**src/hw/rtl/fbl_pkg.sv**
```systemverilog
package fbl_pkg;

   localparam int GRID_SIZE_DEF = 25;
   localparam int MAX_GRID      = 32;
   localparam int TYPE_W        = 4;
   localparam int COORD_IN_W    = 7;
   localparam int COORD_W       = 9;
   localparam int DELTA_W       = 8;
   localparam int ACC_W         = 9;
   localparam int ROW_DATA_W    = 25;
   localparam int REQ_TDATA_W   = 56;
   localparam int RSP_TDATA_W   = 32;

   typedef enum logic [TYPE_W-1:0] {
      REQ_WR_PIXEL = 4'd0,
      REQ_WR_ROW   = 4'd1,
      REQ_OR_ROW   = 4'd2,
      REQ_RD_PIXEL = 4'd3,
      REQ_RD_ROW   = 4'd4,
      REQ_CLEAR    = 4'd5,
      REQ_LINE     = 4'd6,
      REQ_MOVE     = 4'd7,
      REQ_LINE_TO  = 4'd8
   } req_code_type;

   typedef enum logic [2:0] {
      ST_IDLE,
      ST_ACCESS,
      ST_CALC,
      ST_PLOT,
      ST_RESP
   } ctrl_state_type;

   typedef struct packed {
      logic start;
      logic calc;
      logic adv;
   } line_ctl_type;

   typedef struct packed {
      logic                       skip;
      logic                       next_ok;
      logic signed [COORD_W-1:0]  next_y;
      logic                       plot_ok;
      logic signed [COORD_W-1:0]  plot_x;
      logic signed [COORD_W-1:0]  plot_y;
      logic                       last;
   } line_sts_type;

   typedef struct packed {
      logic [ROW_DATA_W-1:0] row_word;
      logic                  point_on;
      logic                  coord_error;
   } result_type;

endpackage

```
**src/hw/rtl/mono_framebuffer_line_engine.sv**
```systemverilog
// Channel  Direction  Handshake              Payload
// req      in         req_tvalid/req_tready  req_tuser: command; req_tdata: operands
// rsp      out        rsp_tvalid/rsp_tready  rsp_tdata: row word, pixel, error
//
// Write row, clear, move, ignored codes, skipped lines and off-grid pixel or row
// commands go straight to ST_RESP; in-grid pixel and row read/modify commands pass
// ST_ACCESS first. A line runs ST_CALC then ST_PLOT per step (row read, then write
// back), up to major delta + 1 steps, GRID_SIZE at most when its lower end lies on
// the grid. Reset clears the store at once through per-row valid flags. A new
// transaction is taken while a result waits in rsp; a full rsp register holds it.
module mono_framebuffer_line_engine #(
   parameter int GRID_SIZE = fbl_pkg::GRID_SIZE_DEF
) (
   input  logic                            clock,
   input  logic                            reset,
   input  logic                            req_tvalid,
   output logic                            req_tready,
   // req_type[3:0]
   input  logic [fbl_pkg::TYPE_W-1:0]      req_tuser,
   // x_a[6:0], y_a[13:7], x_b[20:14], y_b[27:21],
   // pixel_value[28], row_data[53:29], zero fill
   input  logic [fbl_pkg::REQ_TDATA_W-1:0] req_tdata,
   output logic                            rsp_tvalid,
   input  logic                            rsp_tready,
   // row_word[24:0], point_on[25], coord_error[26], zero fill
   output logic [fbl_pkg::RSP_TDATA_W-1:0] rsp_tdata
);

   localparam int AW = $clog2(GRID_SIZE);

   logic [fbl_pkg::TYPE_W-1:0]            req_type;
   logic signed [fbl_pkg::COORD_IN_W-1:0] x_a, y_a, x_b, y_b;
   logic                                  pixel_value;
   logic [fbl_pkg::ROW_DATA_W-1:0]        row_data;

   fbl_pkg::line_ctl_type                 line_ctl;
   fbl_pkg::line_sts_type                 line_sts;
   logic signed [fbl_pkg::COORD_IN_W-1:0] line_x1, line_y1, line_x2, line_y2;

   logic                 mem_clear, mem_rd_en, mem_wr_en;
   logic [AW-1:0]        mem_rd_addr, mem_wr_addr;
   logic [GRID_SIZE-1:0] mem_rd_data, mem_wr_data;

   logic                            res_valid, res_ready;
   fbl_pkg::result_type             res;
   logic                            rsp_tvalid_ff, rsp_tvalid_in;
   logic [fbl_pkg::RSP_TDATA_W-1:0] rsp_tdata_ff, rsp_tdata_in;

   assign req_type    = req_tuser;
   assign x_a         = req_tdata[6:0];
   assign y_a         = req_tdata[13:7];
   assign x_b         = req_tdata[20:14];
   assign y_b         = req_tdata[27:21];
   assign pixel_value = req_tdata[28];
   assign row_data    = req_tdata[53:29];

   fbl_ctrl #(.GRID_SIZE(GRID_SIZE)) u_ctrl (
      .clock       (clock),
      .reset       (reset),
      .req_valid   (req_tvalid),
      .req_ready   (req_tready),
      .req_type    (req_type),
      .x_a         (x_a),
      .y_a         (y_a),
      .x_b         (x_b),
      .y_b         (y_b),
      .pixel_value (pixel_value),
      .row_data    (row_data),
      .line_ctl    (line_ctl),
      .line_sts    (line_sts),
      .line_x1     (line_x1),
      .line_y1     (line_y1),
      .line_x2     (line_x2),
      .line_y2     (line_y2),
      .mem_clear   (mem_clear),
      .mem_rd_en   (mem_rd_en),
      .mem_rd_addr (mem_rd_addr),
      .mem_rd_data (mem_rd_data),
      .mem_wr_en   (mem_wr_en),
      .mem_wr_addr (mem_wr_addr),
      .mem_wr_data (mem_wr_data),
      .res_valid   (res_valid),
      .res_ready   (res_ready),
      .res         (res)
   );

   fbl_line #(.GRID_SIZE(GRID_SIZE)) u_line (
      .clock (clock),
      .ctl   (line_ctl),
      .x1    (line_x1),
      .y1    (line_y1),
      .x2    (line_x2),
      .y2    (line_y2),
      .sts   (line_sts)
   );

   fbl_mem #(.GRID_SIZE(GRID_SIZE)) u_mem (
      .clock   (clock),
      .reset   (reset),
      .clear   (mem_clear),
      .rd_en   (mem_rd_en),
      .rd_addr (mem_rd_addr),
      .rd_data (mem_rd_data),
      .wr_en   (mem_wr_en),
      .wr_addr (mem_wr_addr),
      .wr_data (mem_wr_data)
   );

   // output register: load a finished result whenever the slot frees up
   always_comb begin
      res_ready     = !rsp_tvalid_ff || rsp_tready;
      rsp_tvalid_in = rsp_tvalid_ff;
      rsp_tdata_in  = rsp_tdata_ff;
      if (res_valid && res_ready) begin
         rsp_tvalid_in = 1'b1;
         rsp_tdata_in  = fbl_pkg::RSP_TDATA_W'({res.coord_error, res.point_on, res.row_word});
      end else if (rsp_tready) begin
         rsp_tvalid_in = 1'b0;
      end
   end

   always_ff @(posedge clock) begin
      if (reset) begin
         rsp_tvalid_ff <= 1'b0;
      end else begin
         rsp_tvalid_ff <= rsp_tvalid_in;
      end
   end

   always_ff @(posedge clock) begin
      rsp_tdata_ff <= rsp_tdata_in;
   end

   assign rsp_tvalid = rsp_tvalid_ff;
   assign rsp_tdata  = rsp_tdata_ff;

endmodule

```
**src/hw/rtl/fbl_mem.sv**
```systemverilog
module fbl_mem #(
   parameter int GRID_SIZE = fbl_pkg::GRID_SIZE_DEF,
   localparam int AW = $clog2(GRID_SIZE)
) (
   input  logic                 clock,
   input  logic                 reset,
   input  logic                 clear,
   input  logic                 rd_en,
   input  logic [AW-1:0]        rd_addr,
   output logic [GRID_SIZE-1:0] rd_data,
   input  logic                 wr_en,
   input  logic [AW-1:0]        wr_addr,
   input  logic [GRID_SIZE-1:0] wr_data
);

   logic [GRID_SIZE-1:0] rows [GRID_SIZE];
   logic [GRID_SIZE-1:0] valid_ff;
   logic [GRID_SIZE-1:0] valid_in;
   logic [GRID_SIZE-1:0] q_ff;
   logic                 q_valid_ff;

   // a row never written since reset or the last clear reads as zero
   always_comb begin
      valid_in = valid_ff;
      if (clear) begin
         valid_in = '0;
      end else if (wr_en) begin
         valid_in[wr_addr] = 1'b1;
      end
   end

   always_ff @(posedge clock) begin
      if (reset) begin
         valid_ff <= '0;
      end else begin
         valid_ff <= valid_in;
      end
   end

   always_ff @(posedge clock) begin
      if (wr_en) begin
         rows[wr_addr] <= wr_data;
      end
   end

   always_ff @(posedge clock) begin
      if (rd_en) begin
         q_ff       <= rows[rd_addr];
         q_valid_ff <= valid_ff[rd_addr];
      end
   end

   assign rd_data = q_valid_ff ? q_ff : '0;

endmodule

```
**src/hw/rtl/fbl_line.sv**
```systemverilog
module fbl_line #(
   parameter int GRID_SIZE = fbl_pkg::GRID_SIZE_DEF
) (
   input  logic                                   clock,
   input  fbl_pkg::line_ctl_type                  ctl,
   input  logic signed [fbl_pkg::COORD_IN_W-1:0]  x1,
   input  logic signed [fbl_pkg::COORD_IN_W-1:0]  y1,
   input  logic signed [fbl_pkg::COORD_IN_W-1:0]  x2,
   input  logic signed [fbl_pkg::COORD_IN_W-1:0]  y2,
   output fbl_pkg::line_sts_type                  sts
);

   localparam int CW = fbl_pkg::COORD_W;
   localparam int DW = fbl_pkg::DELTA_W;
   localparam int AC = fbl_pkg::ACC_W;
   localparam logic signed [CW-1:0] GRID_S = CW'(GRID_SIZE);
   localparam logic signed [CW-1:0] ONE_S  = CW'(1);

   logic signed [CW-1:0] ex1, ey1, ex2, ey2, ddx, ddy;
   logic [DW-1:0]        dx, dy;
   logic                 major_x;

   logic                 major_x_ff, up_ff;
   logic signed [CW-1:0] maj_ff, min_ff, maj_in, min_in;
   logic [AC-1:0]        acc_ff, acc_in, acc_sum;
   logic [DW-1:0]        dmaj_ff, dmin_ff, cnt_ff, cnt_in;
   logic                 up_in;
   logic                 over;
   logic signed [CW-1:0] step_min, maj_p1;
   logic signed [CW-1:0] px_ff, py_ff, px_in, py_in;

   always_comb begin
      ex1 = CW'(x1);
      ey1 = CW'(y1);
      ex2 = CW'(x2);
      ey2 = CW'(y2);
      ddx = ex1 - ex2;
      ddy = ey1 - ey2;
      dx  = ddx < 0 ? DW'(-ddx) : DW'(ddx);
      dy  = ddy < 0 ? DW'(-ddy) : DW'(ddy);
      major_x = dx > dy;
   end

   // error accumulator step, one per calc pulse
   always_comb begin
      acc_sum  = acc_ff + AC'(dmin_ff);
      over     = acc_sum > AC'(dmaj_ff);
      step_min = up_ff ? min_ff + ONE_S : min_ff - ONE_S;
      maj_p1   = maj_ff + ONE_S;
   end

   always_comb begin
      maj_in = maj_ff;
      min_in = min_ff;
      acc_in = acc_ff;
      cnt_in = cnt_ff;
      up_in  = up_ff;
      if (ctl.start) begin
         acc_in = '0;
         if (major_x) begin
            cnt_in = dx;
            if (ex2 > ex1) begin
               maj_in = ex1;
               min_in = ey1;
               up_in  = ey2 > ey1;
            end else begin
               maj_in = ex2;
               min_in = ey2;
               up_in  = ey1 > ey2;
            end
         end else begin
            cnt_in = dy;
            if (ey2 > ey1) begin
               maj_in = ey1;
               min_in = ex1;
               up_in  = ex2 > ex1;
            end else begin
               maj_in = ey2;
               min_in = ex2;
               up_in  = ex1 > ex2;
            end
         end
      end else if (ctl.calc) begin
         acc_in = over ? acc_sum - AC'(dmaj_ff) : acc_sum;
         min_in = over ? step_min : min_ff;
      end else if (ctl.adv) begin
         maj_in = maj_p1;
         cnt_in = cnt_ff - DW'(1);
      end
   end

   // plot point as it stands after the calc pulse
   always_comb begin
      px_in = major_x_ff ? maj_ff : min_in;
      py_in = major_x_ff ? min_in : maj_ff;
      if (!ctl.calc) begin
         px_in = px_ff;
         py_in = py_ff;
      end
   end

   always_ff @(posedge clock) begin
      if (ctl.start) begin
         major_x_ff <= major_x;
         dmaj_ff    <= major_x ? dx : dy;
         dmin_ff    <= major_x ? dy : dx;
      end
      maj_ff <= maj_in;
      min_ff <= min_in;
      acc_ff <= acc_in;
      cnt_ff <= cnt_in;
      up_ff  <= up_in;
      px_ff  <= px_in;
      py_ff  <= py_in;
   end

   always_comb begin
      sts.skip    = ((ex1 >= GRID_S) && (ex2 >= GRID_S)) ||
                    ((ey1 >= GRID_S) && (ey2 >= GRID_S));
      sts.next_y  = major_x_ff ? (over ? step_min : min_ff) : maj_ff;
      sts.next_ok = (sts.next_y >= 0) && (sts.next_y < GRID_S);
      sts.plot_x  = px_ff;
      sts.plot_y  = py_ff;
      sts.plot_ok = (px_ff >= 0) && (px_ff < GRID_S) && (py_ff >= 0) && (py_ff < GRID_S);
      sts.last    = (cnt_ff == '0) || (maj_p1 >= GRID_S);
   end

endmodule

```
**src/hw/rtl/fbl_ctrl.sv**
```systemverilog
module fbl_ctrl #(
   parameter int GRID_SIZE = fbl_pkg::GRID_SIZE_DEF,
   localparam int AW = $clog2(GRID_SIZE)
) (
   input  logic                                   clock,
   input  logic                                   reset,
   input  logic                                   req_valid,
   output logic                                   req_ready,
   input  logic [fbl_pkg::TYPE_W-1:0]             req_type,
   input  logic signed [fbl_pkg::COORD_IN_W-1:0]  x_a,
   input  logic signed [fbl_pkg::COORD_IN_W-1:0]  y_a,
   input  logic signed [fbl_pkg::COORD_IN_W-1:0]  x_b,
   input  logic signed [fbl_pkg::COORD_IN_W-1:0]  y_b,
   input  logic                                   pixel_value,
   input  logic [fbl_pkg::ROW_DATA_W-1:0]         row_data,
   output fbl_pkg::line_ctl_type                  line_ctl,
   input  fbl_pkg::line_sts_type                  line_sts,
   output logic signed [fbl_pkg::COORD_IN_W-1:0]  line_x1,
   output logic signed [fbl_pkg::COORD_IN_W-1:0]  line_y1,
   output logic signed [fbl_pkg::COORD_IN_W-1:0]  line_x2,
   output logic signed [fbl_pkg::COORD_IN_W-1:0]  line_y2,
   output logic                                   mem_clear,
   output logic                                   mem_rd_en,
   output logic [AW-1:0]                          mem_rd_addr,
   input  logic [GRID_SIZE-1:0]                   mem_rd_data,
   output logic                                   mem_wr_en,
   output logic [AW-1:0]                          mem_wr_addr,
   output logic [GRID_SIZE-1:0]                   mem_wr_data,
   output logic                                   res_valid,
   input  logic                                   res_ready,
   output fbl_pkg::result_type                    res
);

   localparam int CW = fbl_pkg::COORD_W;
   localparam int MG = fbl_pkg::MAX_GRID;
   localparam logic signed [CW-1:0] GRID_S = CW'(GRID_SIZE);

   fbl_pkg::ctrl_state_type state_ff, state_in;

   logic [fbl_pkg::TYPE_W-1:0]            op_ff, op_in;
   logic [AW-1:0]                         row_ff, row_in, col_ff, col_in;
   logic                                  pv_ff, pv_in;
   logic [GRID_SIZE-1:0]                  rd_ff, rd_in;
   logic signed [fbl_pkg::COORD_IN_W-1:0] cursor_x_ff, cursor_x_in;
   logic signed [fbl_pkg::COORD_IN_W-1:0] cursor_y_ff, cursor_y_in;
   fbl_pkg::result_type                   res_ff, res_in;

   logic                 accept;
   logic signed [CW-1:0] xa_s, ya_s;
   logic                 xa_ok, ya_ok;
   logic [GRID_SIZE-1:0] row_fit;
   logic [GRID_SIZE-1:0] col_mask, plot_mask;

   always_comb begin
      accept  = (state_ff == fbl_pkg::ST_IDLE) && req_valid;
      xa_s    = CW'(x_a);
      ya_s    = CW'(y_a);
      xa_ok   = (xa_s >= 0) && (xa_s < GRID_S);
      ya_ok   = (ya_s >= 0) && (ya_s < GRID_S);
      // drop row bits beyond the grid, zero-fill a wider grid
      row_fit = GRID_SIZE'(MG'(row_data));
      col_mask  = GRID_SIZE'(1) << col_ff;
      plot_mask = GRID_SIZE'(1) << line_sts.plot_x[AW-1:0];
   end

   // next state
   always_comb begin
      state_in = state_ff;
      case (state_ff)
         fbl_pkg::ST_IDLE: begin
            if (req_valid) begin
               case (req_type)
                  fbl_pkg::REQ_WR_PIXEL, fbl_pkg::REQ_RD_PIXEL: begin
                     state_in = (xa_ok && ya_ok) ? fbl_pkg::ST_ACCESS : fbl_pkg::ST_RESP;
                  end
                  fbl_pkg::REQ_OR_ROW, fbl_pkg::REQ_RD_ROW: begin
                     state_in = ya_ok ? fbl_pkg::ST_ACCESS : fbl_pkg::ST_RESP;
                  end
                  fbl_pkg::REQ_LINE, fbl_pkg::REQ_LINE_TO: begin
                     state_in = line_sts.skip ? fbl_pkg::ST_RESP : fbl_pkg::ST_CALC;
                  end
                  default: state_in = fbl_pkg::ST_RESP;
               endcase
            end
         end
         fbl_pkg::ST_ACCESS: state_in = fbl_pkg::ST_RESP;
         fbl_pkg::ST_CALC:   state_in = fbl_pkg::ST_PLOT;
         fbl_pkg::ST_PLOT:   state_in = line_sts.last ? fbl_pkg::ST_RESP : fbl_pkg::ST_CALC;
         fbl_pkg::ST_RESP:   state_in = res_ready ? fbl_pkg::ST_IDLE : fbl_pkg::ST_RESP;
         default:            state_in = fbl_pkg::ST_IDLE;
      endcase
   end

   // outputs
   always_comb begin
      req_ready   = state_ff == fbl_pkg::ST_IDLE;
      res_valid   = state_ff == fbl_pkg::ST_RESP;
      res         = res_ff;
      line_ctl    = '0;
      line_x1     = x_a;
      line_y1     = y_a;
      line_x2     = x_b;
      line_y2     = y_b;
      mem_clear   = 1'b0;
      mem_rd_en   = 1'b0;
      mem_rd_addr = y_a[AW-1:0];
      mem_wr_en   = 1'b0;
      mem_wr_addr = row_ff;
      mem_wr_data = mem_rd_data;
      case (state_ff)
         fbl_pkg::ST_IDLE: begin
            if (req_type == fbl_pkg::REQ_LINE_TO) begin
               line_x1 = cursor_x_ff;
               line_y1 = cursor_y_ff;
               line_x2 = x_a;
               line_y2 = y_a;
            end
            if (accept) begin
               case (req_type)
                  fbl_pkg::REQ_WR_PIXEL, fbl_pkg::REQ_RD_PIXEL: begin
                     mem_rd_en = xa_ok && ya_ok;
                  end
                  fbl_pkg::REQ_OR_ROW, fbl_pkg::REQ_RD_ROW: begin
                     mem_rd_en = ya_ok;
                  end
                  fbl_pkg::REQ_WR_ROW: begin
                     mem_wr_en   = ya_ok;
                     mem_wr_addr = y_a[AW-1:0];
                     mem_wr_data = row_fit;
                  end
                  fbl_pkg::REQ_CLEAR: mem_clear = 1'b1;
                  fbl_pkg::REQ_LINE, fbl_pkg::REQ_LINE_TO: line_ctl.start = 1'b1;
                  default: ;
               endcase
            end
         end
         fbl_pkg::ST_ACCESS: begin
            case (op_ff)
               fbl_pkg::REQ_WR_PIXEL: begin
                  mem_wr_en   = 1'b1;
                  mem_wr_data = pv_ff ? (mem_rd_data | col_mask) : (mem_rd_data & ~col_mask);
               end
               fbl_pkg::REQ_OR_ROW: begin
                  mem_wr_en   = 1'b1;
                  mem_wr_data = mem_rd_data | rd_ff;
               end
               default: ;
            endcase
         end
         fbl_pkg::ST_CALC: begin
            line_ctl.calc = 1'b1;
            mem_rd_en     = line_sts.next_ok;
            mem_rd_addr   = line_sts.next_y[AW-1:0];
         end
         fbl_pkg::ST_PLOT: begin
            line_ctl.adv = 1'b1;
            mem_wr_en    = line_sts.plot_ok;
            mem_wr_addr  = line_sts.plot_y[AW-1:0];
            mem_wr_data  = mem_rd_data | plot_mask;
         end
         default: ;
      endcase
   end

   // request and result registers
   always_comb begin
      op_in       = op_ff;
      row_in      = row_ff;
      col_in      = col_ff;
      pv_in       = pv_ff;
      rd_in       = rd_ff;
      cursor_x_in = cursor_x_ff;
      cursor_y_in = cursor_y_ff;
      res_in      = res_ff;
      if (accept) begin
         op_in  = req_type;
         row_in = y_a[AW-1:0];
         col_in = x_a[AW-1:0];
         pv_in  = pixel_value;
         rd_in  = row_fit;
         res_in = '0;
         case (req_type)
            fbl_pkg::REQ_WR_PIXEL, fbl_pkg::REQ_RD_PIXEL: begin
               res_in.coord_error = !(xa_ok && ya_ok);
            end
            fbl_pkg::REQ_WR_ROW, fbl_pkg::REQ_OR_ROW, fbl_pkg::REQ_RD_ROW: begin
               res_in.coord_error = !ya_ok;
            end
            fbl_pkg::REQ_MOVE, fbl_pkg::REQ_LINE_TO: begin
               cursor_x_in = x_a;
               cursor_y_in = y_a;
            end
            default: ;
         endcase
      end else if (state_ff == fbl_pkg::ST_ACCESS) begin
         case (op_ff)
            fbl_pkg::REQ_RD_PIXEL: res_in.point_on = mem_rd_data[col_ff];
            fbl_pkg::REQ_RD_ROW:   res_in.row_word = fbl_pkg::ROW_DATA_W'(MG'(mem_rd_data));
            default: ;
         endcase
      end
   end

   always_ff @(posedge clock) begin
      if (reset) begin
         state_ff    <= fbl_pkg::ST_IDLE;
         cursor_x_ff <= '0;
         cursor_y_ff <= '0;
      end else begin
         state_ff    <= state_in;
         cursor_x_ff <= cursor_x_in;
         cursor_y_ff <= cursor_y_in;
      end
   end

   always_ff @(posedge clock) begin
      op_ff  <= op_in;
      row_ff <= row_in;
      col_ff <= col_in;
      pv_ff  <= pv_in;
      rd_ff  <= rd_in;
      res_ff <= res_in;
   end

endmodule

```
**config.mk**
```make
export PLATFORM = sky130hd
export DESIGN_NAME = mono_framebuffer_line_engine
export DESIGN_NICKNAME = d
export VERILOG_FILES = /design/src/hw/rtl/fbl_pkg.sv /design/src/hw/rtl/mono_framebuffer_line_engine.sv /design/src/hw/rtl/fbl_mem.sv /design/src/hw/rtl/fbl_line.sv /design/src/hw/rtl/fbl_ctrl.sv
export SDC_FILE = /design/constraint.sdc
export NUM_CORES = 1
export LEC_CHECK = 0
export ABC_AREA = 1
export BUFFER_PORTS_ARGS = -buffer_cell sky130_fd_sc_hd__buf_2
export CORE_MARGIN = 3
export CORE_UTILIZATION = 30
export CTS_BUF_LIST = sky130_fd_sc_hd__clkbuf_8
export DETAILED_ROUTE_END_ITERATION = 10
export PLACE_DENSITY = 0.49
export REMOVE_ABC_BUFFERS = 1
export SKIP_CTS_REPAIR_TIMING = 1
export SYNTH_ARGS = -nofsm -noshare
export SYNTH_HDL_FRONTEND = slang
export SYNTH_HIERARCHICAL = 1
export SYNTH_SLANG_ARGS = --single-unit
```
**constraint.sdc**
```tcl
create_clock -name clock -period 6.32 [get_ports clock]
set_input_delay 0.632 -clock clock [delete_from_list [all_inputs] [get_ports clock]]
set_output_delay 0.632 -clock clock [all_outputs]
set_load 0.05 [all_outputs]
```
### After elaboration in Yosys (flattened, before gate mapping)

Memories as Yosys holds them, arrays and structs flattened. A register that Yosys moved wholly into a read port is not among the register bits.
Cells that the tools add are included.

| storage, ports and cells | value |
|---|---|
| bits in registers | 209 |
| output and inout port bits | 34 |
| logic and storage cells | 202 |
| memories | 1 |
| memory bits (writable) | 625 |
| input bits | 64 |

| cells by class | value |
|---|---|
| $lt $le $gt $ge | 27 |
| multiplexer cells | 79 |
| bitwise logic cells | 6 |
| reductions and logical operators | 35 |
| $add $sub $neg | 10 |
| equality and inequality tests | 17 |
| shifts and indexed selects | 2 |

Memory list:

| memory | words | bits a word | read ports | clocked after memory_dff | wr ports | RTL line | text |
|---|---|---|---|---|---|---|---|
| u_mem.rows | 25 | 25 | 1 | 1 | 1 | fbl_mem.sv:16 | `logic [GRID_SIZE-1:0] rows [GRID_SIZE];` |

Operator list:

| cell | number |
|---|---|
| $mux W9 | 17 |
| $mux W25 | 4 |
| $or A25 B25 Y25 | 4 |
| $pmux W25 S3 | 1 |
| $mux W7 | 8 |
| $mux W8 | 7 |
| $pmux W25 S2 | 1 |
| $shl A1 B5 Y25 const A | 2 |
| $ge A7 B6 Y1 const B | 4 |
| $gt A7 B7 Y1 | 4 |
| $ge A9 B1 Y1 const B | 3 |
| $lt A9 B6 Y1 const B | 3 |
| $and A25 B25 Y25 | 1 |
| $not A25 Y25 | 1 |
| $mux W1 | 22 |
| $eq A4 B3 Y1 const B | 5 |
| $add A9 B2 Y9 const B | 2 |
| $lt A5 B6 Y1 const B | 3 |
| $mux W3 | 6 |
| $eq A4 B2 Y1 const B | 4 |
| $lt A8 B1 Y1 const B | 2 |
| $neg A8 Y8 | 2 |
| $sub A7 B7 Y8 | 2 |
| $mux W5 | 3 |
| 33 further kinds | 65 |

### Logic depth before layout (Yosys ltp)

Gate-level depths: netlist (run 1).

| logic depth | value |
|---|---|
| depth in word-level cells | 10 |
| gate-level depth with buffers | 36 |
| mapped depth without buffers | 35 |

### Hierarchy

The synthesis (run 1) kept the hierarchy.

By module, submodules not included:

| module | times used | area each (µm²) | cells an instance | seq. area each (µm²) |
|---|---|---|---|---|
| fbl_mem | 1 | 28648.7 | 2672 | 20049.2 |
| fbl_line | 1 | 6444.9 | 899 | 1951.9 |
| fbl_ctrl | 1 | 5586.6 | 855 | 2092.0 |
| mono_framebuffer_line_engine | 1 | 899.6 | 39 | 830.8 |

### Worst setup path after synthesis (run 1)

No wires, ideal clock.

| timing path | value |
|---|---|
| path kind | input -> register |
| start | input req_tuser[0] (netlist bit) |
| end | register u_line.cnt_ff[7], data pin |
| stages on the path | 26 |
| path slack | 1.642 ns |
| arrival time | 4.416 ns |
| data required time | 6.058 ns |
| buffers on the path | 2 |
| library setup time | 0.262 ns |
| cell sequence | nor2_1 -> nand2_1 -> inv_1 -> nand2_1 -> clkbuf_1 -> o21ai_0 -> ha_1 -> inv_1 -> fa_1 -> xor2_1 -> nor3_1 -> or2_2 -> xnor2_1 -> inv_1 -> ha_1 -> a21oi_1 -> o21ai_0 -> nand2_1 -> o211ai_1 -> nand2_2 -> clkinv_1 -> buf_2 -> nand2_1 -> o21ai_0 -> nand2_1 -> o21ai_0 |

| on the way | value |
|---|---|
| cells in the longest elaborated chain, start to end | 9 |
| elaborated cells on any way between the ends | 25 |
| classes of those cells | 4 x add/sub; 3 x order compare; 2 x eq/ne; 15 x mux; 1 x reduce/logical |

RTL lines:

| element | RTL line | text |
|---|---|---|
| start, declared | mono_framebuffer_line_engine.sv:19 | `input logic [fbl_pkg::TYPE_W-1:0] req_tuser,` |
| $eq A4 B4 Y1 (*) | fbl_ctrl.sv:112 | `if (req_type == fbl_pkg::REQ_LINE_TO) begin` |
| $mux W7 (*) | fbl_ctrl.sv:112 |  |
| $mux W7 (*) | fbl_ctrl.sv:110 | `case (state_ff)` |
| net line_x2 (one bit) | mono_framebuffer_line_engine.sv:38 | `logic signed [fbl_pkg::COORD_IN_W-1:0] line_x1, line_y1, line_x2, line_y2;` |
| $sub A7 B7 Y8 (*) | fbl_line.sv:37 | `ddx = ex1 - ex2;` |
| $neg A8 Y8 / $lt A8 B1 Y1 (equally long branches) | fbl_line.sv:39 | `dx = ddx < 0 ? DW'(-ddx) : DW'(ddx);` |
| $mux W8 (*) | fbl_line.sv:39 |  |
| $gt A8 B8 Y1 (*) | fbl_line.sv:41 | `major_x = dx > dy;` |
| net u_line.major_x | fbl_line.sv:21 | `logic major_x;` |
| $mux W8 (*) | fbl_line.sv:60 | `if (major_x) begin` |
| $mux W8 (*) | fbl_line.sv:58 | `if (ctl.start) begin` |
| net u_line.cnt_in[7] | fbl_line.sv:26 | `logic [DW-1:0] dmaj_ff, dmin_ff, cnt_ff, cnt_in;` |
| end signal, assigned | fbl_line.sv:111 | `cnt_ff <= cnt_in;` |
| end, declared | fbl_line.sv:26 |  |

The timed path passes the listed nets; every way through them passes the cells marked *.
A chain may end at the register's enable or synchronous reset.

==> results of run 1 <==
[where the power goes]
group	switching (mW)	internal [mW]
Sequential	0.0863	6.42
Combinational	2.19	0.980
Clock	2.39	2.74
[cells in the mapped netlist, types with 4 or more instances]
| library cell | instances |
|---|---|
| nand2_1 | 1354 |
| o21ai_0 | 162 |
| a21oi_1 | 119 |
| a31oi_1 | 5 |
| o211ai_1 | 52 |
| nand2_2 | 19 |
| dfxtp_1 | 87 |
| nor4_1 | 7 |
| fa_1 | 5 |
| nand3b_1 | 7 |
| o21ai_1 | 33 |
| buf_4 | 30 |
| nor2_1 | 230 |
| buf_6 | 31 |
| nor3_1 | 25 |
| or2_2 | 34 |
| nand3_1 | 586 |
| inv_2 | 9 |
| clkbuf_1 | 61 |
| edfxtp_1 | 772 |
| inv_1 | 553 |
| nand2_4 | 4 |
| buf_2 | 75 |
| clkinv_1 | 4 |
| xnor2_1 | 16 |
| buf_1 | 16 |
| xor2_1 | 29 |
| nand4_1 | 42 |
| ha_1 | 54 |
| or2_1 | 5 |
[final timing paths]
kind / from / to / slack (ps) / depth (start not counted)
setup reg to reg: u_line/dmin_ff[0] / u_mem/q_ff[16] / 800 / 28
hold / removal: req_tuser[3] / u_ctrl/op_ff[3] / 60 / 1
hold reg to reg: u_ctrl/res[20] / rsp_tdata[18] / 430 / 0
setup / recovery: u_line/dmin_ff[0] / u_mem/q_ff[16] / 800 / 28
[final cells by class]
cell class              instances  area [sq um]  share of cell area
flip-flops and latches        859         24900               0.527
well taps                    1781          2230              0.0472
repair buffers                190          1390              0.0293
clock buffers                 164          2260              0.0478
inverters                     568          2150              0.0455
diodes                         16          40.0            0.000847
clock inverters               113           732              0.0155
multi-input cells            2827         13500               0.286
[state kept, by name (all words and copies together), names as in the netlist, 25 cells and up]
register	count
u_mem/rows	625
rsp_tdata	27
u_ctrl/res	27
u_ctrl/rd_ff	25
u_mem/q_ff	25
u_mem/valid_ff	25
[cell usage in the layout, fill, tap and decap left out, types with 13 or more instances in the layout]
cell type      instances
o211ai_1              52
nand2_2               19
a21oi_1              117
dfxtp_1               87
diode_2               16
nand2_1             1354
edfxtp_1             772
dlygate4sd3_1         14
or2_2                 34
buf_4                 74
xnor2_1               16
o21ai_1               32
o21ai_0              156
xor2_1                29
nor3_1                25
clkinv_1              38
ha_1                  54
inv_2                 13
buf_2                 90
nor2_4                24
inv_1                595
clkbuf_8             164
nor2_1               207
nand3_1              586
nand4_1               42
[stage by stage]
step	total power, mW	instance area, sq um
6_report	14.8	47300
5_1_grt	15.6	47200
4_1_cts	15.0	47100
3_5_place_dp	9.77	44100
3_3_place_gp	9.76	44100
2_1_floorplan	8.93	40300
[routing by layer]
metal,track usage,up-vias
li1,-,15100
met5,0,-
met4,0.0588,6
met2,0.294,974
met1,0.253,15100
met3,0.0376,200
[critical path, delay by kind of cell (launching register included)]
kind | cells | cell delay (ps)
buffers and inverters | 4 | 760
xor gates and xnor gates | 1 | 180
DFF | 1 | 360
adders and majority gates | 3 | 980
and+or+nand+nor | 19 | 2690
AOI/OAI and AO/OA | 1 | 170
[logic make-up after synthesis]
group	share of synthesized area
AOI/OAI and AO/OA	0.0529
and+or+nand+nor	0.236
adders and majority gates	0.0187
other	0.0000902
muxes	0.00102
DFF	0.599
buffers and inverters	0.0818
xor gates and xnor gates	0.00987
==> qor.csv, run 1 <==
metric;value;unit
Final Cycle Share;0.874;
FILL cells;13900;
TritonCTS Sinks;859;
DR pass1 iterations;8;
CTS tree;built;
post-synth top area cell;edfxtp_1;
Final Util;0.346;
peak supply drop;176;uV
PortBufs;90;
GP Congestion;0.907;
initial antenna violation count;19;
routed wl met2;61300;um
initial DRC count;2876;
Setup WS post-layout;795;ps
vias per cell;4.81;
status;finished, final reports clean;
Final Setup Violations;0;
Root Driver;clkbuf_8;
highest routed layer;met5;
PwrDens;313;nW/um^2
main flop type after synthesis;edfxtp_1;
WL met1;60200;um
Slowest-stage cell, CP;fa_1;
worst hold-check path type;in2reg;
Nets;4721;
Area Growth Syn to Fin;13.6;%
Critical Path AT;6100;ps
async set-reset flop share out of synthesis;0;
CP required;6900;ps
synthesis-stage register bit count;859;
Max stage delay on crit path;410;ps
Mapped Cells;4465;
synth warn;6;
distinct cell type count after synthesis;57;
pre-CTS setup slack;625;ps
CP endpoint kind;register;
post-synth top area share;0.558;
I/O Pins;98;
startpoint types;register;
DP HPWL;83300;um
cell mode on critical path;nand3_1;
worst-case clock buffer depth;3;
number of global-route vias before repair;29700;
Num CTS Buffers;152;
Hold Violations, Final;0;
number of H-tree levels;4;
total grt overflow;0;
Core ar.;136000;sq um
Fin Setup TNS;0;ps
Worst-Skew Late Latency;860;ps
Die Height;378;um
share of cells above drive strength 1;0.104;
wire per inst;20.5;um
total wire length;134000;um
Max Fanout on Critical Path;55;
non-filler cells, final;6518;
Die Footprint;143000;sq um
syn avg cell area;9.31;sq um
Die W;378;um
Slew HR;0.106;
Worst Max-Slew Pin Slew;1340;ps
EDFF count, synth;772;
CTS clock-pin slew for the worst setup and hold paths;60;ps
max_cap viols;0;
row cnt;135;
WL met3;8890;um
Initial Util;0.305;
Crit Path Class;reg2reg;
number of placed instances, taps included;6211;
Clock Skew;38.3;ps
top cells by area, synth;edfxtp_1 56%, nand2_1 12%, nand3_1 7.1%, inv_1 5.0%, dfxtp_1 4.2%;
Max Clk Rate;181;MHz
Hold Worst Slack;61.2;ps
DRC;0;
cell area after synthesis;41600;sq um
post-route minimum period;5520;ps
wire length of the first global-routing pass;196000;um
gr usage total;0.185;
Max Slew Vio Count;0;
RSZ-0062 raised after global routing;false;
largest net degree at the start of global routing;111;
Via Count;31400;
post-route ant nets;0;
Leakage Power;19.8;nW
register area share after synthesis;0.599;
Power figures use the tool's default switching activity.
==> inputs of run 2 (changes only) <==
CORE_MARGIN = 5   (was 3)
==> run 2 against run 1 <==
Final cell count about the same. Hold slack worse by 15 ps. Final area down 0.25%.
==> qor.csv, run 2 (synthesized netlist as in run 1, its figures left out) <==
metric;value;unit;change
Max Clk Rate;176;MHz;-2.6%
Slowest-stage cell, CP;dlygate4sd3_1;;
peak supply drop;209;uV;+19%
Clock Skew;52.2;ps;+13.8 ps
pre-CTS setup slack;410;ps;-214 ps
Power, Total;14.6;mW;-1.3%
switching fraction of total power;0.319;;+0.00349
Setup WS post-layout;650;ps;-145 ps
total wire length;133000;um;-0.28%
Crit Path Class;in2reg;;
Final Setup Violations;0;;unchanged
Max Slew Vio Count;0;;unchanged
CP endpoint kind;register;;
Critical Path AT;6220;ps;+120 ps
startpoint types;input port;;
wire per inst;20.5;um;-0.25%
Area Growth Syn to Fin;13.4;%;
leading cell types in the layout, fill and taps excluded;1354 x nand2_1, 772 x edfxtp_1, 593 x inv_1, 586 x nand3_1, 207 x nor2_1;;
Die W;382;um;+1.1%
DR pass1 iterations;6;;-2
Via Count;31500;;+0.48%
Int Pwr;9.94;mW;-1.8%
RSZ-0062 raised after global routing;false;;
DP HPWL;81600;um;-2.0%
number of placed instances, taps included;6226;;+0.24%
routed wl met2;62400;um;+1.8%
CTS tree;built;;
Clock power frac;0.339;;-0.007
Num CTS Buffers;149;;-2.0%
CP required;6870;ps;-30 ps
DRC;0;;unchanged
GP Congestion;0.913;;+0.62%
Worst-Skew Late Latency;870;ps;about the same
CP delay by family, top;buffers and inverters;;
Core ar.;138000;sq um;+0.87%
Worst Max-Slew Pin Slew;1170;ps;-170 ps
number of global-route vias before repair;29700;;-0.13%
row cnt;136;;+0.74%
Top reg by flops;u_mem/rows;;
FILL cells;14100;;+1.5%
Initial Util;0.302;;-0.00261
Sw Pwr;4.66;mW;-0.26%
Hold Violations, Final;0;;unchanged
status;finished, final reports clean;;
sequential share of power;0.445;;+0.006
PortBufs;90;;unchanged
non-filler cells, final;6516;;-0.031%
Die Height;382;um;+1.1%
Nets;4719;;-0.042%
worst-case clock buffer depth;3;;unchanged
max_cap viols;0;;unchanged
WL met1;59400;um;-1.3%
most common cell after layout, fill and taps aside;nand2_1;;
worst path bufs/invs;8;;+4
Final Cycle Share;0.897;;+0.0230
Max stage delay on crit path;570;ps;+160 ps
highest routed layer;met5;;
PwrDens;310;nW/um^2;-1.1%
WL met3;8790;um;-1.2%
TritonCTS Sinks;859;;unchanged
wire length of the first global-routing pass;194000;um;-0.94%
cell mode on critical path;nand2_1;;
initial DRC count;2897;;+0.73%
Die Footprint;146000;sq um;+2.1%
worst hold-check path type;in2reg;;
Fin Setup TNS;0;ps;unchanged
number of H-tree levels;4;;unchanged
Leakage Power;19.7;nW;-0.31%
total grt overflow;0;;unchanged
Storage cell area;24900;sq um;unchanged
Root Driver;clkbuf_8;;
post-route ant nets;0;;unchanged
initial antenna violation count;17;;-2
vias per cell;4.83;;+0.51%
Slew HR;0.219;;+0.113
Reg2Reg Setup Slack;820;ps;+20 ps
post-route minimum period;5670;ps;+145 ps
share of cells above drive strength 1;0.103;;-0.000461
largest net degree at the start of global routing;113;;+1.8%
Final Util;0.342;;-0.00383
area of the multi-input gates;13500;sq um;unchanged
max FFs per register;625;;unchanged
CTS clock-pin slew for the worst setup and hold paths;60;ps;about the same
Max Fanout on Critical Path;17;;-69%
combinational power share;0.216;;+0.002
I/O Pins;98;;unchanged
gr usage total;0.178;;-0.00722
-- run 2: cell types whose count changed in the layout (fill, tap and decap cells not counted), moves of 2 or more --
cell | previous run | this run
clkbuf_8 | 164 | 155
diode_2 | 16 | 9
clkinv_2 | 12 | 15
inv_8 | 3 | 6
bufinv_16 | 8 | 6
clkinv_1 | 38 | 36
inv_1 | 595 | 593
-- run 2: per-layer routing --
layer,global-route usage,up-vias
met1,0.241,15200
met4,0.0521,10
met2,0.289,980
met5,0,-
li1,-,15100
met3,0.0363,201
-- run 2: path summary, 6_finish.rpt --
kind,start,endpoint,depth (start not counted)
worst max-delay path,req_tuser[3],u_line/cnt_ff[7],28
worst min register to register,u_ctrl/res[25],rsp_tdata[23],0
worst max register to register,u_ctrl/state_ff[0],u_line/cnt_ff[7],28
worst min-delay path,reset,rsp_tvalid,2
-- run 2: power groups by stage --
| stage | combinational [mW] | sequential [mW] | clock, mW |
|---|---|---|---|
| after global routing | 3.52 | 6.51 | 5.36 |
| after floorplan | 2.30 | 6.63 | 0 |
| after global placement | 3.12 | 6.62 | 0 |
| after detailed placement | 3.14 | 6.62 | 0 |
| final | 3.15 | 6.50 | 4.95 |
| after CTS | 3.15 | 6.50 | 5.10 |
-- run 2: area by class of cell --
| type | instances | area share |
|---|---|---|
| antenna | 9 | 0.000478 |
| tap | 1794 | 0.0476 |
| multi-input combinational | 2827 | 0.287 |
| clock inverter | 113 | 0.0153 |
| clock buffer | 155 | 0.0453 |
| sequential | 859 | 0.529 |
| inverter | 568 | 0.0456 |
| timing repair buffer | 191 | 0.0298 |
-- run 2: stage by stage --
| step | hold slack, ps | cell area [sq um] |
|---|---|---|
| finish | 46.4 | 47100 |
| global route | -17.9 | 47100 |
| CTS | -115 | 47000 |
| detailed placement | 412 | 44100 |
| global placement | 412 | 44100 |
| floorplan | 400 | 40300 |
